[config.mk]
export PLATFORM = sky130hd
export DESIGN_NAME = serial_line_buffer_ring
export DESIGN_NICKNAME = d
export VERILOG_FILES = /design/src/hdl/slb_pkg.sv /design/src/hdl/slb_front.sv /design/src/hdl/slb_queue.sv /design/src/hdl/slb_back.sv /design/src/hdl/serial_line_buffer_ring.sv
export SDC_FILE = /design/constraint.sdc
export NUM_CORES = 2
export LEC_CHECK = 0
export BUFFER_PORTS_ARGS = -buffer_cell sky130_fd_sc_hd__buf_4
export CAP_MARGIN = 5
export CORE_MARGIN = 2
export CORE_UTILIZATION = 29
export DETAILED_ROUTE_END_ITERATION = 16
export PLACE_DENSITY_LB_ADDON = 0.25
export SLEW_MARGIN = 5
export SYNTH_ARGS = -nofsm -noshare
export SYNTH_HDL_FRONTEND = slang
export SYNTH_SLANG_ARGS = --single-unit
[constraint.sdc]
create_clock -name clk_i -period 8.1 [get_ports clk_i]
set_clock_uncertainty 0.15 [all_clocks]
set_input_delay 1.215 -clock clk_i [delete_from_list [all_inputs] [get_ports clk_i]]
set_output_delay 1.215 -clock clk_i [all_outputs]
set_load 0.01 [all_outputs]
[src/hdl/slb_pkg.sv]
`timescale 1ns / 1ps

package slb_pkg;

  localparam int NumLinesDef  = 8;
  localparam int LineBytesDef = 20;
  localparam int QueueDepth   = 2;

  localparam int InDataW  = 16;
  localparam int InUserW  = 2;
  localparam int OutDataW = 24;
  localparam int OutUserW = 3;

  localparam logic [7:0] NewlineCode = 8'h0A;

  typedef enum logic [1:0] {
    CMD_RECEIVE = 2'd0,
    CMD_READ    = 2'd1,
    CMD_RELEASE = 2'd2,
    CMD_UNUSED  = 2'd3
  } cmd_e;

  typedef enum logic [2:0] {
    ST_STORED      = 3'd0,
    ST_LINE_DONE   = 3'd1,
    ST_NO_FREE     = 3'd2,
    ST_OVERFLOW    = 3'd3,
    ST_ACCESS_DONE = 3'd4
  } status_e;

  // Classified item handed from the front end to the executing back end
  typedef struct packed {
    cmd_e       cmd;
    logic [7:0] rx_byte;
    logic       is_newline;
    logic [2:0] sel;
    logic [4:0] pos;
    logic       sel_ok;
    logic       pos_ok;
  } op_t;

endpackage

[src/hdl/slb_front.sv]
`timescale 1ns / 1ps

module slb_front #(
  parameter int NUM_LINES  = slb_pkg::NumLinesDef,
  parameter int LINE_BYTES = slb_pkg::LineBytesDef
) (
  input  logic                        s_axis_tvalid_i,
  output logic                        s_axis_tready_o,
  // rx_byte[7:0], buffer_sel[10:8], position[15:11]
  input  logic [slb_pkg::InDataW-1:0] s_axis_tdata_i,
  // cmd[1:0]
  input  logic [slb_pkg::InUserW-1:0] s_axis_tuser_i,
  output logic                        push_valid_o,
  output slb_pkg::op_t                push_op_o,
  input  logic                        push_ready_i
);

  logic [7:0] rx_byte;
  logic [2:0] sel;
  logic [4:0] pos;

  assign rx_byte = s_axis_tdata_i[7:0];
  assign sel     = s_axis_tdata_i[10:8];
  assign pos     = s_axis_tdata_i[15:11];

  always_comb begin
    push_op_o.cmd        = slb_pkg::cmd_e'(s_axis_tuser_i);
    push_op_o.rx_byte    = rx_byte;
    push_op_o.is_newline = (rx_byte == slb_pkg::NewlineCode);
    push_op_o.sel        = sel;
    push_op_o.pos        = pos;
    // range checks settled here so the back end only indexes
    push_op_o.sel_ok     = (int'(sel) < NUM_LINES);
    push_op_o.pos_ok     = (int'(pos) < LINE_BYTES);
  end

  assign push_valid_o    = s_axis_tvalid_i;
  assign s_axis_tready_o = push_ready_i;

endmodule

[src/hdl/slb_queue.sv]
`timescale 1ns / 1ps

module slb_queue (
  input  logic         clk_i,
  input  logic         rst_ni,
  input  logic         push_valid_i,
  input  slb_pkg::op_t push_op_i,
  output logic         push_ready_o,
  output logic         pop_valid_o,
  output slb_pkg::op_t pop_op_o,
  input  logic         pop_ready_i
);

  localparam int PtrW = $clog2(slb_pkg::QueueDepth);
  localparam int CntW = $clog2(slb_pkg::QueueDepth + 1);

  slb_pkg::op_t    entry_q [slb_pkg::QueueDepth];
  logic [PtrW-1:0] wr_ptr_q, wr_ptr_d;
  logic [PtrW-1:0] rd_ptr_q, rd_ptr_d;
  logic [CntW-1:0] count_q, count_d;
  logic            push, pop;

  assign push_ready_o = (count_q != CntW'(slb_pkg::QueueDepth));
  assign pop_valid_o  = (count_q != '0);
  assign pop_op_o     = entry_q[rd_ptr_q];
  assign push         = push_valid_i && push_ready_o;
  assign pop          = pop_valid_o && pop_ready_i;

  always_comb begin
    wr_ptr_d = wr_ptr_q;
    rd_ptr_d = rd_ptr_q;
    count_d  = count_q;
    if (push) begin
      wr_ptr_d = (wr_ptr_q == PtrW'(slb_pkg::QueueDepth - 1)) ? '0 : wr_ptr_q + 1'b1;
    end
    if (pop) begin
      rd_ptr_d = (rd_ptr_q == PtrW'(slb_pkg::QueueDepth - 1)) ? '0 : rd_ptr_q + 1'b1;
    end
    if (push && !pop) begin
      count_d = count_q + 1'b1;
    end else if (pop && !push) begin
      count_d = count_q - 1'b1;
    end
  end

  always_ff @(posedge clk_i or negedge rst_ni) begin
    if (!rst_ni) begin
      wr_ptr_q <= '0;
      rd_ptr_q <= '0;
      count_q  <= '0;
    end else begin
      wr_ptr_q <= wr_ptr_d;
      rd_ptr_q <= rd_ptr_d;
      count_q  <= count_d;
    end
  end

  // clear the slots so the back end never decodes an undefined command
  always_ff @(posedge clk_i or negedge rst_ni) begin
    if (!rst_ni) begin
      for (int i = 0; i < slb_pkg::QueueDepth; i++) begin
        entry_q[i] <= '0;
      end
    end else if (push) begin
      entry_q[wr_ptr_q] <= push_op_i;
    end
  end

endmodule

[src/hdl/slb_back.sv]
`timescale 1ns / 1ps

module slb_back #(
  parameter int NUM_LINES  = slb_pkg::NumLinesDef,
  parameter int LINE_BYTES = slb_pkg::LineBytesDef
) (
  input  logic                         clk_i,
  input  logic                         rst_ni,
  input  logic                         pop_valid_i,
  input  slb_pkg::op_t                 pop_op_i,
  output logic                         pop_ready_o,
  output logic                         m_axis_tvalid_o,
  input  logic                         m_axis_tready_i,
  // line_buffer[2:0], line_length[7:3], busy_mask[15:8], read_byte[23:16]
  output logic [slb_pkg::OutDataW-1:0] m_axis_tdata_o,
  // status[2:0]
  output logic [slb_pkg::OutUserW-1:0] m_axis_tuser_o
);

  localparam int Total = NUM_LINES * LINE_BYTES;
  localparam int AddrW = $clog2(Total);
  localparam int WbW   = $clog2(NUM_LINES);
  localparam int FcW   = $clog2(LINE_BYTES + 1);

  logic [7:0]           line_store_q [Total];
  logic [NUM_LINES-1:0] busy_q, busy_d;
  logic [WbW-1:0]       wb_q, wb_d, shown_wb;
  logic [AddrW-1:0]     base_q, base_d;
  logic [FcW-1:0]       fill_q, fill_d, len_d;
  logic                 done_line;
  logic                 wr_en;
  logic [AddrW-1:0]     wr_addr, rd_addr;
  logic [7:0]           wr_data;
  logic                 rd_en;
  logic                 pop;
  logic                 out_valid_q;
  slb_pkg::status_e     status_d, status_q;
  logic [31:0]          wb_wide, len_wide;
  logic [7:0]           mask_d, mask_q;
  logic [2:0]           line_buf_q;
  logic [4:0]           line_len_q;
  logic                 rd_ok_q;
  logic [7:0]           rd_q;

  assign pop_ready_o = !out_valid_q || m_axis_tready_i;
  assign pop         = pop_valid_i && pop_ready_o;

  assign wr_addr = base_q + AddrW'(fill_q);
  assign rd_addr = AddrW'(int'(pop_op_i.sel) * LINE_BYTES + int'(pop_op_i.pos));
  assign rd_en   = (pop_op_i.cmd == slb_pkg::CMD_READ) && pop_op_i.sel_ok && pop_op_i.pos_ok;

  always_comb begin
    busy_d    = busy_q;
    wb_d      = wb_q;
    base_d    = base_q;
    fill_d    = fill_q;
    len_d     = '0;
    done_line = 1'b0;
    wr_en     = 1'b0;
    wr_data   = pop_op_i.rx_byte;
    status_d  = slb_pkg::ST_ACCESS_DONE;
    unique case (pop_op_i.cmd)
      slb_pkg::CMD_RECEIVE: begin
        if (busy_q[wb_q]) begin
          status_d = slb_pkg::ST_NO_FREE;
        end else if (fill_q < FcW'(LINE_BYTES)) begin
          wr_en = 1'b1;
          if (pop_op_i.is_newline) begin
            // terminate, mark busy and move round the ring
            wr_data      = 8'h00;
            busy_d[wb_q] = 1'b1;
            len_d        = fill_q;
            done_line    = 1'b1;
            fill_d       = '0;
            status_d     = slb_pkg::ST_LINE_DONE;
            if (wb_q == WbW'(NUM_LINES - 1)) begin
              wb_d   = '0;
              base_d = '0;
            end else begin
              wb_d   = wb_q + 1'b1;
              base_d = base_q + AddrW'(LINE_BYTES);
            end
          end else begin
            fill_d   = fill_q + 1'b1;
            status_d = slb_pkg::ST_STORED;
          end
        end else begin
          // drop the partial line
          fill_d   = '0;
          status_d = slb_pkg::ST_OVERFLOW;
        end
      end
      slb_pkg::CMD_RELEASE: begin
        if (pop_op_i.sel_ok) begin
          for (int i = 0; i < NUM_LINES; i++) begin
            if (int'(pop_op_i.sel) == i) begin
              busy_d[i] = 1'b0;
            end
          end
        end
      end
      slb_pkg::CMD_READ, slb_pkg::CMD_UNUSED: begin
      end
    endcase
  end

  assign shown_wb = done_line ? wb_q : wb_d;
  assign wb_wide  = 32'(shown_wb);
  assign len_wide = 32'(len_d);

  for (genvar g = 0; g < 8; g++) begin : g_mask
    if (g < NUM_LINES) begin : g_used
      assign mask_d[g] = busy_d[g];
    end else begin : g_unused
      assign mask_d[g] = 1'b0;
    end
  end

  always_ff @(posedge clk_i or negedge rst_ni) begin
    if (!rst_ni) begin
      busy_q      <= '0;
      wb_q        <= '0;
      base_q      <= '0;
      fill_q      <= '0;
      out_valid_q <= 1'b0;
      rd_ok_q     <= 1'b0;
    end else if (pop) begin
      busy_q      <= busy_d;
      wb_q        <= wb_d;
      base_q      <= base_d;
      fill_q      <= fill_d;
      out_valid_q <= 1'b1;
      rd_ok_q     <= rd_en;
    end else if (m_axis_tready_i) begin
      out_valid_q <= 1'b0;
    end
  end

  always_ff @(posedge clk_i) begin
    if (pop) begin
      status_q   <= status_d;
      line_buf_q <= wb_wide[2:0];
      line_len_q <= len_wide[4:0];
      mask_q     <= mask_d;
    end
  end

  always_ff @(posedge clk_i) begin
    if (pop && wr_en) begin
      line_store_q[wr_addr] <= wr_data;
    end
    if (pop && rd_en) begin
      rd_q <= line_store_q[rd_addr];
    end
  end

  assign m_axis_tvalid_o = out_valid_q;
  assign m_axis_tdata_o  = {(rd_ok_q ? rd_q : 8'h00), mask_q, line_len_q, line_buf_q};
  assign m_axis_tuser_o  = status_q;

endmodule

[src/hdl/serial_line_buffer_ring.sv]
`timescale 1ns / 1ps

// Ring of NUM_LINES line buffers of LINE_BYTES bytes, filled from a serial receiver.
// Slave channel: one command per transfer, cmd in tuser (receive, read, release);
// rx_byte, buffer_sel and position in tdata. A newline closes the current line,
// marks its buffer busy and advances the ring; read returns a stored byte and
// release frees a buffer.
// Master channel: exactly one result per command, status in tuser; line_buffer,
// line_length, busy_mask and read_byte in tdata.
// A command waits in a queue slot, then in the output register, until its result is
// valid. Throughput, while results are accepted, is one command per cycle, set by the
// single write/read port of the line store, which the back end uses once per command.
// A two-entry queue separates decode from execution, so a stalled receiver first
// fills the queue and then drops s_axis_tready_o; results wait in the output register.
// Reset empties the queue, frees all buffers and restarts at buffer 0, position 0;
// the line store itself keeps no reset value and needs no clearing pass.
module serial_line_buffer_ring #(
  parameter int NUM_LINES  = slb_pkg::NumLinesDef,
  parameter int LINE_BYTES = slb_pkg::LineBytesDef
) (
  input  logic                         clk_i,
  input  logic                         rst_ni,
  input  logic                         s_axis_tvalid_i,
  output logic                         s_axis_tready_o,
  // rx_byte[7:0], buffer_sel[10:8], position[15:11]
  input  logic [slb_pkg::InDataW-1:0]  s_axis_tdata_i,
  // cmd[1:0]
  input  logic [slb_pkg::InUserW-1:0]  s_axis_tuser_i,
  output logic                         m_axis_tvalid_o,
  input  logic                         m_axis_tready_i,
  // line_buffer[2:0], line_length[7:3], busy_mask[15:8], read_byte[23:16]
  output logic [slb_pkg::OutDataW-1:0] m_axis_tdata_o,
  // status[2:0]
  output logic [slb_pkg::OutUserW-1:0] m_axis_tuser_o
);

  logic         push_valid, push_ready;
  slb_pkg::op_t push_op;
  logic         pop_valid, pop_ready;
  slb_pkg::op_t pop_op;

  slb_front #(
    .NUM_LINES  (NUM_LINES),
    .LINE_BYTES (LINE_BYTES)
  ) u_front (
    .s_axis_tvalid_i (s_axis_tvalid_i),
    .s_axis_tready_o (s_axis_tready_o),
    .s_axis_tdata_i  (s_axis_tdata_i),
    .s_axis_tuser_i  (s_axis_tuser_i),
    .push_valid_o    (push_valid),
    .push_op_o       (push_op),
    .push_ready_i    (push_ready)
  );

  slb_queue u_queue (
    .clk_i        (clk_i),
    .rst_ni       (rst_ni),
    .push_valid_i (push_valid),
    .push_op_i    (push_op),
    .push_ready_o (push_ready),
    .pop_valid_o  (pop_valid),
    .pop_op_o     (pop_op),
    .pop_ready_i  (pop_ready)
  );

  slb_back #(
    .NUM_LINES  (NUM_LINES),
    .LINE_BYTES (LINE_BYTES)
  ) u_back (
    .clk_i           (clk_i),
    .rst_ni          (rst_ni),
    .pop_valid_i     (pop_valid),
    .pop_op_i        (pop_op),
    .pop_ready_o     (pop_ready),
    .m_axis_tvalid_o (m_axis_tvalid_o),
    .m_axis_tready_i (m_axis_tready_i),
    .m_axis_tdata_o  (m_axis_tdata_o),
    .m_axis_tuser_o  (m_axis_tuser_o)
  );

  // only a read returns a byte
  a_read_byte_only_on_access : assert property (@(posedge clk_i) disable iff (!rst_ni)
    m_axis_tvalid_o && (m_axis_tdata_o[23:16] != 8'h00)
      |-> (m_axis_tuser_o == slb_pkg::ST_ACCESS_DONE))
    else $error("read byte shown on a non-access result");

  // a length is reported only for a completed line
  a_length_only_on_done : assert property (@(posedge clk_i) disable iff (!rst_ni)
    m_axis_tvalid_o && (m_axis_tdata_o[7:3] != 5'd0)
      |-> (m_axis_tuser_o == slb_pkg::ST_LINE_DONE))
    else $error("line length shown without a completed line");

  // a completed line leaves its buffer busy
  a_done_marks_busy : assert property (@(posedge clk_i) disable iff (!rst_ni)
    m_axis_tvalid_o && (m_axis_tuser_o == slb_pkg::ST_LINE_DONE) && (NUM_LINES <= 8)
      |-> m_axis_tdata_o[8 + m_axis_tdata_o[2:0]])
    else $error("completed line buffer not marked busy");

  // the input side only stalls once both decode slots are taken
  a_no_stall_when_idle : assert property (@(posedge clk_i) disable iff (!rst_ni)
    !s_axis_tready_o |-> pop_valid)
    else $error("input stalled with an empty queue");

endmodule

# After elaboration in Yosys (flattened, before gate mapping)
# Memory sizes are Yosys's and may differ from the RTL's. A register that Yosys moved wholly into a read port is not among the register bits.
# Cells that the tools add are included.
totals:
  ram_bits: 1280
  memories: 1
  out_inout_bits: 29
  inputBits: 22
  wordCells: 143
  ff_bits: 91
op_classes:
  bitwise: 7
  n_reduce_logical: 23
  n_addsub: 9
  mux: 55
  n_lt_le_gt_ge: 7
  eq_ne: 12
  mul: 1
memory_table:
  columns: ["memory", "depth", "width", "read_ports", "rd_clocked_by_memory_dff", "wr", "line", "text"]
  rows:
  - ["u_back.line_store_q", 160, 8, 1, 1, 1, "slb_back.sv:25", "logic [7:0] line_store_q [Total];"]
ops:
  columns: ["operator", "n"]
  rows:
  - ["$mux W21", 4]
  - ["$mux W8", 10]
  - ["$bwmux W42", 1]
  - ["$mux W1", 24]
  - ["$demux W21 S1", 1]
  - ["$mux W3", 7]
  - ["$pmux W8 S2", 1]
  - ["$eq A3 B3 Y1 const B", 5]
  - ["$logic_and A1 B1 Y1", 10]
  - ["$lt A5 B5 Y1 const B", 2]
  - ["$mux W5", 2]
  - ["$add A8 B5 Y8", 1]
  - ["$add A8 B5 Y8 const B", 1]
  - ["$add A8 B6 Y8", 1]
  - ["$eq A8 B4 Y1 const B", 1]
  - ["$or A8 B8 Y8", 1]
  - ["$eq A3 B2 Y1 const B", 2]
  - ["$mul A3 B3 Y6 const B", 1]
  - ["$mux W2", 3]
  - ["$reduce_bool A2 Y1", 3]
  - ["$add A5 B1 Y5 const B", 1]
  - ["$reduce_and A5 Y1", 1]
  - ["$ge A2 B2 Y1 const B", 2]
  - ["$lt A3 B4 Y1 const B", 1]
  - ["21 further kinds", 28]

# Logic depth before layout (Yosys ltp)
logic_depth:
  word_depth: 9
  depth_mapped: 16
  mapped_depth_nobuf: 12

# Cells and area by module
# Synthesis repeated with hierarchy kept, for this count alone.
hier_totals:
  cells_unflattened: 2630
  area_unflattened_um2: 54736.2
by_module_without_submodules:
  columns: ["mod", "area_each_um2", "cells_each", "seq_area_each_um2", "instances"]
  rows:
  - ["slb_back", 52325.2, 2476, 39848.2, 1]
  - ["slb_queue", 2215.9, 128, 1151.1, 1]
  - ["slb_front", 195.2, 26, 0.0, 1]

# Least setup slack after synthesis
# No wires, ideal clock.
synth_path:
  kind: "register -> register"
  startpoint: "register u_queue.rd_ptr_q"
  endpoint: "memory u_back.line_store_q[0][0], data pin"
  arrival_time_ns: 5.129
  stages_incl_launch_ff: 6
  required_time_ns: 7.005
  setup_ns: 0.945
  n_path_buf: 3
  path_slack_ns: 1.876
  synth_period_minus_slack_ns: 6.224
  path_cell_list: "dfrtp_1 > buf_6 > clkbuf_1 > clkbuf_1 > mux2i_1 > nor2_1"
synth_between:
  elab_chain_len: 8
  word_cells_on_any_way: 9
  cone_classes: "mux (7); bitwise (1); reduce/logical (1)"
synth_lines:
  columns: ["item", "line", "text"]
  rows:
  - ["from (decl)", "slb_queue.sv:19", "logic [PtrW-1:0] rd_ptr_q, rd_ptr_d;"]
  - ["from (signal assigned)", "slb_queue.sv:53", "rd_ptr_q <= rd_ptr_d;"]
  - ["$not A1 Y2 (not written as such) *", "slb_queue.sv:25", "assign pop_op_o = entry_q[rd_ptr_q];"]
  - ["$mux W21 (not written as such) * (3 in series)", "slb_queue.sv:25", null]
  - ["$mux W8", "slb_back.sv:68", "if (pop_op_i.is_newline) begin"]
  - ["$mux W8", "slb_back.sv:66", "end else if (fill_q < FcW'(LINE_BYTES)) begin"]
  - ["$mux W8", "slb_back.sv:64", "if (busy_q[wb_q]) begin"]
  - ["$mux W8 *", "slb_back.sv:62", "unique case (pop_op_i.cmd)"]
  - ["named net u_back.wr_data[0]", "slb_back.sv:33", "logic [7:0] wr_data;"]
  - ["to (decl)", "slb_back.sv:25", null]
# Mark *: on every way through the listed nets, which the timed path passes. The rest lies on a longest branch. The select of a mux whose other input is x is not followed.

# Worst setup path in the final report
layout_path:
  startpoint: "register u_queue.rd_ptr_q"
  endpoint: "register u_back.rd_q[4], read port of u_back.line_store_q, data pin"
layout_between:
  elab_chain_len: 8
  word_cells_on_any_way: 10
  cone_classes: "add/sub (1); mul (1); eq/ne (1); mux (3); bitwise (1); reduce/logical (3)"
layout_lines:
  columns: ["item", "line", "text"]
  rows:
  - ["$not A1 Y2 (not written as such) *", "slb_queue.sv:25", null]
  - ["$mux W21 (not written as such) * (3 in series)", "slb_queue.sv:25", null]
  - ["parallel branches: the longest is 4 deep, another holds $add A8 B6 Y8", null, null]
  - ["to (decl)", "slb_back.sv:43", "logic [7:0] rd_q;"]
# Mark *: on every way between the ends. The select of a mux whose other input is x is not followed.
# A chain may end at the register's enable or synchronous reset.

==> flow_summary.ini <==
[global_route]
grt_util_all_layers_pct = 15.0
grt_pass1_wl_mm = 208
grt_pass1_vias = 27900
antenna_found_initial = 5
grt-ovfl-total = 0
grt_max_degree = 161

[drt]
viasPerCell = 4.94
wirelength_mm = 145
dr.pass1.iters = 6
drtAntennaViolNets = 0
vias = 27600
drc_errors = 0
wire_per_inst_um = 25.9
drt_iter0_markers = 3020

[min_path]
hp-start = u_queue.entry_q[10]$_DFFE_PN0P_
hold_end = u_queue.entry_q[10]$_DFFE_PN0P_
hold_path_class = reg2reg
hold_path_depth = 2

[die]
fp.coreArea_um2 = 188000
die_x_um = 438
start_util_pct = 29.2
fp.dieH_um = 438
io_pins = 51
rows = 159
dieArea_um2 = 192000

[cts]
cts_buffer_depth = 3
cts_resized = 0
cts_sinks = 1377
cts_hold_buf = 0
cts_tree = yes
postCtsSetupRepairBufs = 0
numCtsBuffers = 145
clockRootBuffer = clkbuf_16
path_clk_slew_ns = 0.06
h-tree-depth = 4
clkLatencyLatePin_ns = 0.79

[final_layout]
drive_gt1_share_pct = 19.5
n_fill_cell = 17700
fin_area_um2 = 62700
fin_nets = 3021
area_growth_pct = 14.6

[setup_path]
rrSetupSlack_ns = 2.57
start_kind = register
arrival_ns = 5.91
r2r-end = u_back.rd_q[4]$_DFFE_PP_
crit_path_end_kind = register
required_ns = 8.48
cp_max_fo = 43
rr_startpoint = u_queue.rd_ptr_q$_DFFE_PN0P_
crit_type = reg2reg
r2r_cells = 11

[timing]
hold_viol = 0
rsz0062_at_grt = no
worst_pin_slew_ns = 1.31
finalSetupViolations = 0
maxSlewHeadroom_pct = 12.1
fin_tns_setup_ns = 0
holdWs_ns = 0.328
fin_crit_sh_pct = 68.3
final_critical_path_setup_slack_ns = 2.57
drv_slew = 0
period_needed_ns = 5.53
max_freq_ghz = 0.181

[logic_synthesis]
synthArstFlopShare_pct = 5.08
yosysWarnings = 0
ys_seq_area_share_pct = 74.9
synth_area_um2 = 54700
ys_seq_elements = 1377
yosysUniqueCellTypes = 59
syn-num-nets = 2930
synthCells = 2889
synthFlopType = edfxtp_1
synth_enable_flop_cells = 1307
avgSynthCellArea_um2 = 18.9

[outcome]
status = completed

[placed_design]
gp_congestion = 0.820
pre_cts_slack_ns = 2.53
place_area_um2 = 58000
hpwl_mm = 86.8
io_buffers = 50

[flow_run]
drv_cap = 0
[cells in the mapped netlist, types with 4 or more instances]
| cell type | instances | area [um^2] |
|---|---|---|
| nor4_1 | 8 | 50.1 |
| xor2_1 | 8 | 70.1 |
| a31o_1 | 4 | 35.0 |
| nor3_1 | 19 | 95.1 |
| a211oi_1 | 4 | 30.0 |
| nor2b_1 | 4 | 25.0 |
| and3_1 | 12 | 75.1 |
| o22ai_1 | 41 | 257 |
| and2_1 | 13 | 81.3 |
| buf_2 | 21 | 105 |
| buf_1 | 16 | 60.1 |
| mux2_2 | 49 | 552 |
| nand2_1 | 58 | 218 |
| inv_1 | 10 | 37.5 |
| a21oi_1 | 71 | 355 |
| a21o_1 | 5 | 37.5 |
| dfrtp_1 | 70 | 1750 |
| o2bb2ai_1 | 8 | 70.1 |
| o221ai_1 | 98 | 858 |
| buf_4 | 27 | 203 |
| o2111a_1 | 7 | 78.8 |
| nor2_1 | 247 | 927 |
| xnor2_1 | 9 | 78.8 |
| o31ai_1 | 21 | 158 |
| a22o_1 | 8 | 70.1 |
| mux2i_1 | 243 | 2430 |
| clkbuf_1 | 94 | 353 |
| nand2b_1 | 14 | 87.6 |
| nand3_1 | 13 | 65.1 |
| ha_1 | 18 | 225 |
| or3_1 | 4 | 25.0 |
| buf_6 | 8 | 90.1 |
| edfxtp_1 | 1307 | 39200 |
| a31o_2 | 5 | 43.8 |
| o21ai_0 | 74 | 370 |
| mux4_2 | 226 | 5090 |
| a2bb2oi_1 | 8 | 70.1 |
| o32a_1 | 8 | 80.1 |
[through the flow]
stage | util [%] | std cells
finish | 33.4 | 5594
CTS | 33.4 | 5592
global placement | 30.9 | 5327
floorplan | - | 2889
detailed placement | 30.9 | 5328
global route | 33.4 | 5593
[cell usage in the layout, fill, tap and decap left out, types with 5 or more instances in the layout]
master,instances
nand2b_1,14
o22ai_1,41
mux2i_1,243
bufinv_16,12
and2_1,13
dfrtp_1,70
mux2_2,48
a22o_1,8
and3_1,12
o31ai_1,21
buf_4,105
inv_1,10
clkinv_2,18
xnor2_1,9
xor2_1,7
o221ai_1,98
o2111a_1,7
buf_12,5
a31o_2,5
nand2_1,54
nor2_1,238
clkbuf_1,35
a21oi_1,71
o21ai_0,73
nor3_1,18
a21o_1,5
clkinv_1,38
o2bb2ai_1,8
nor2_4,8
nor4_1,8
a2bb2oi_1,8
mux4_2,226
o32a_1,8
nand3_1,13
edfxtp_1,1307
clkbuf_16,151
ha_1,18
[sequential cells by signal, summed over array words and instances (netlist names)]
register and flops:
u_back.rd_q 8, u_back.mask_q 8, u_back.wb_q 3, u_back.busy_q 8
u_back.m_axis_tuser_o 3, u_back.fill_q 5, u_queue.entry_q 42, u_back.line_len_q 5
u_back.m_axis_tvalid_o 1, u_queue.count_q 2, u_back.line_store_q 1280, u_back.base_q 6
u_queue.rd_ptr_q 1, u_back.rd_ok_q 1, u_back.line_buf_q 3, u_queue.wr_ptr_q 1
[worst max-delay path by stage]
stage | from | end | cells after the start
after floorplan | u_queue.rd_ptr_q$_DFFE_PN0P_ | u_back.line_store_q[0][0]$_DFFE_PP_ | 5
after global routing | u_queue.rd_ptr_q$_DFFE_PN0P_ | u_back.rd_q[4]$_DFFE_PP_ | 11
after global placement | u_queue.rd_ptr_q$_DFFE_PN0P_ | u_back.rd_q[6]$_DFFE_PP_ | 11
after CTS | u_queue.rd_ptr_q$_DFFE_PN0P_ | u_back.rd_q[4]$_DFFE_PP_ | 11
after detailed placement | u_queue.rd_ptr_q$_DFFE_PN0P_ | u_back.rd_q[4]$_DFFE_PP_ | 11
final | u_queue.rd_ptr_q$_DFFE_PN0P_ | u_back.rd_q[4]$_DFFE_PP_ | 11
[logic make-up (layout without fill, tap and decap cells)]
kind of cell / after synthesis / count (layout) / synth area share (%)
compound gates: 373 / 373 / 4.76
xor+xnor: 17 / 17 / 0.272
fa+ha+maj: 19 / 19 / 0.448
buf+inv: 179 / 387 / 1.57
flops: 1377 / 1377 / 74.9
mux: 519 / 519 / 14.8
other cells: 0 / 2 / 0
simple gates: 405 / 405 / 3.22
[routing by layer]
layer  track usage, %  part of all wire, %  vias up
met5                0                    0        -
met2             24.5                   49      790
met3             2.58                  5.5      231
met1             20.0                   43    14600
met4             5.22                  3.1        0
li1                 -                    -    12000
[worst max-delay path: stages, from the launching register on]
cell and delay (ns):
dfrtp_1 0.47, mux2i_1 0.46, inv_1 0.15, ha_1 0.25
inv_1 0.09, fa_4 0.76, inv_4 0.56, buf_4 0.70
mux4_2 0.62, mux2i_1 0.57, nor2_1 0.18, a31o_1 0.22
[area by class of cell]
type / count / area, um^2 / area share, %
inverter: 13 / 51.3 / 0.0818
sequential: 1377 / 41000 / 65.4
clock inverter: 77 / 738 / 1.18
timing repair buffer: 110 / 888 / 1.42
antenna: 2 / 5.00 / 0.00798
clock buffer: 187 / 3920 / 6.26
multi-input combinational: 1333 / 13000 / 20.7
tap: 2495 / 3120 / 4.98
Power is not shown: default switching activity piles up to over one toggle a cycle in this logic, so the estimate is an artifact.
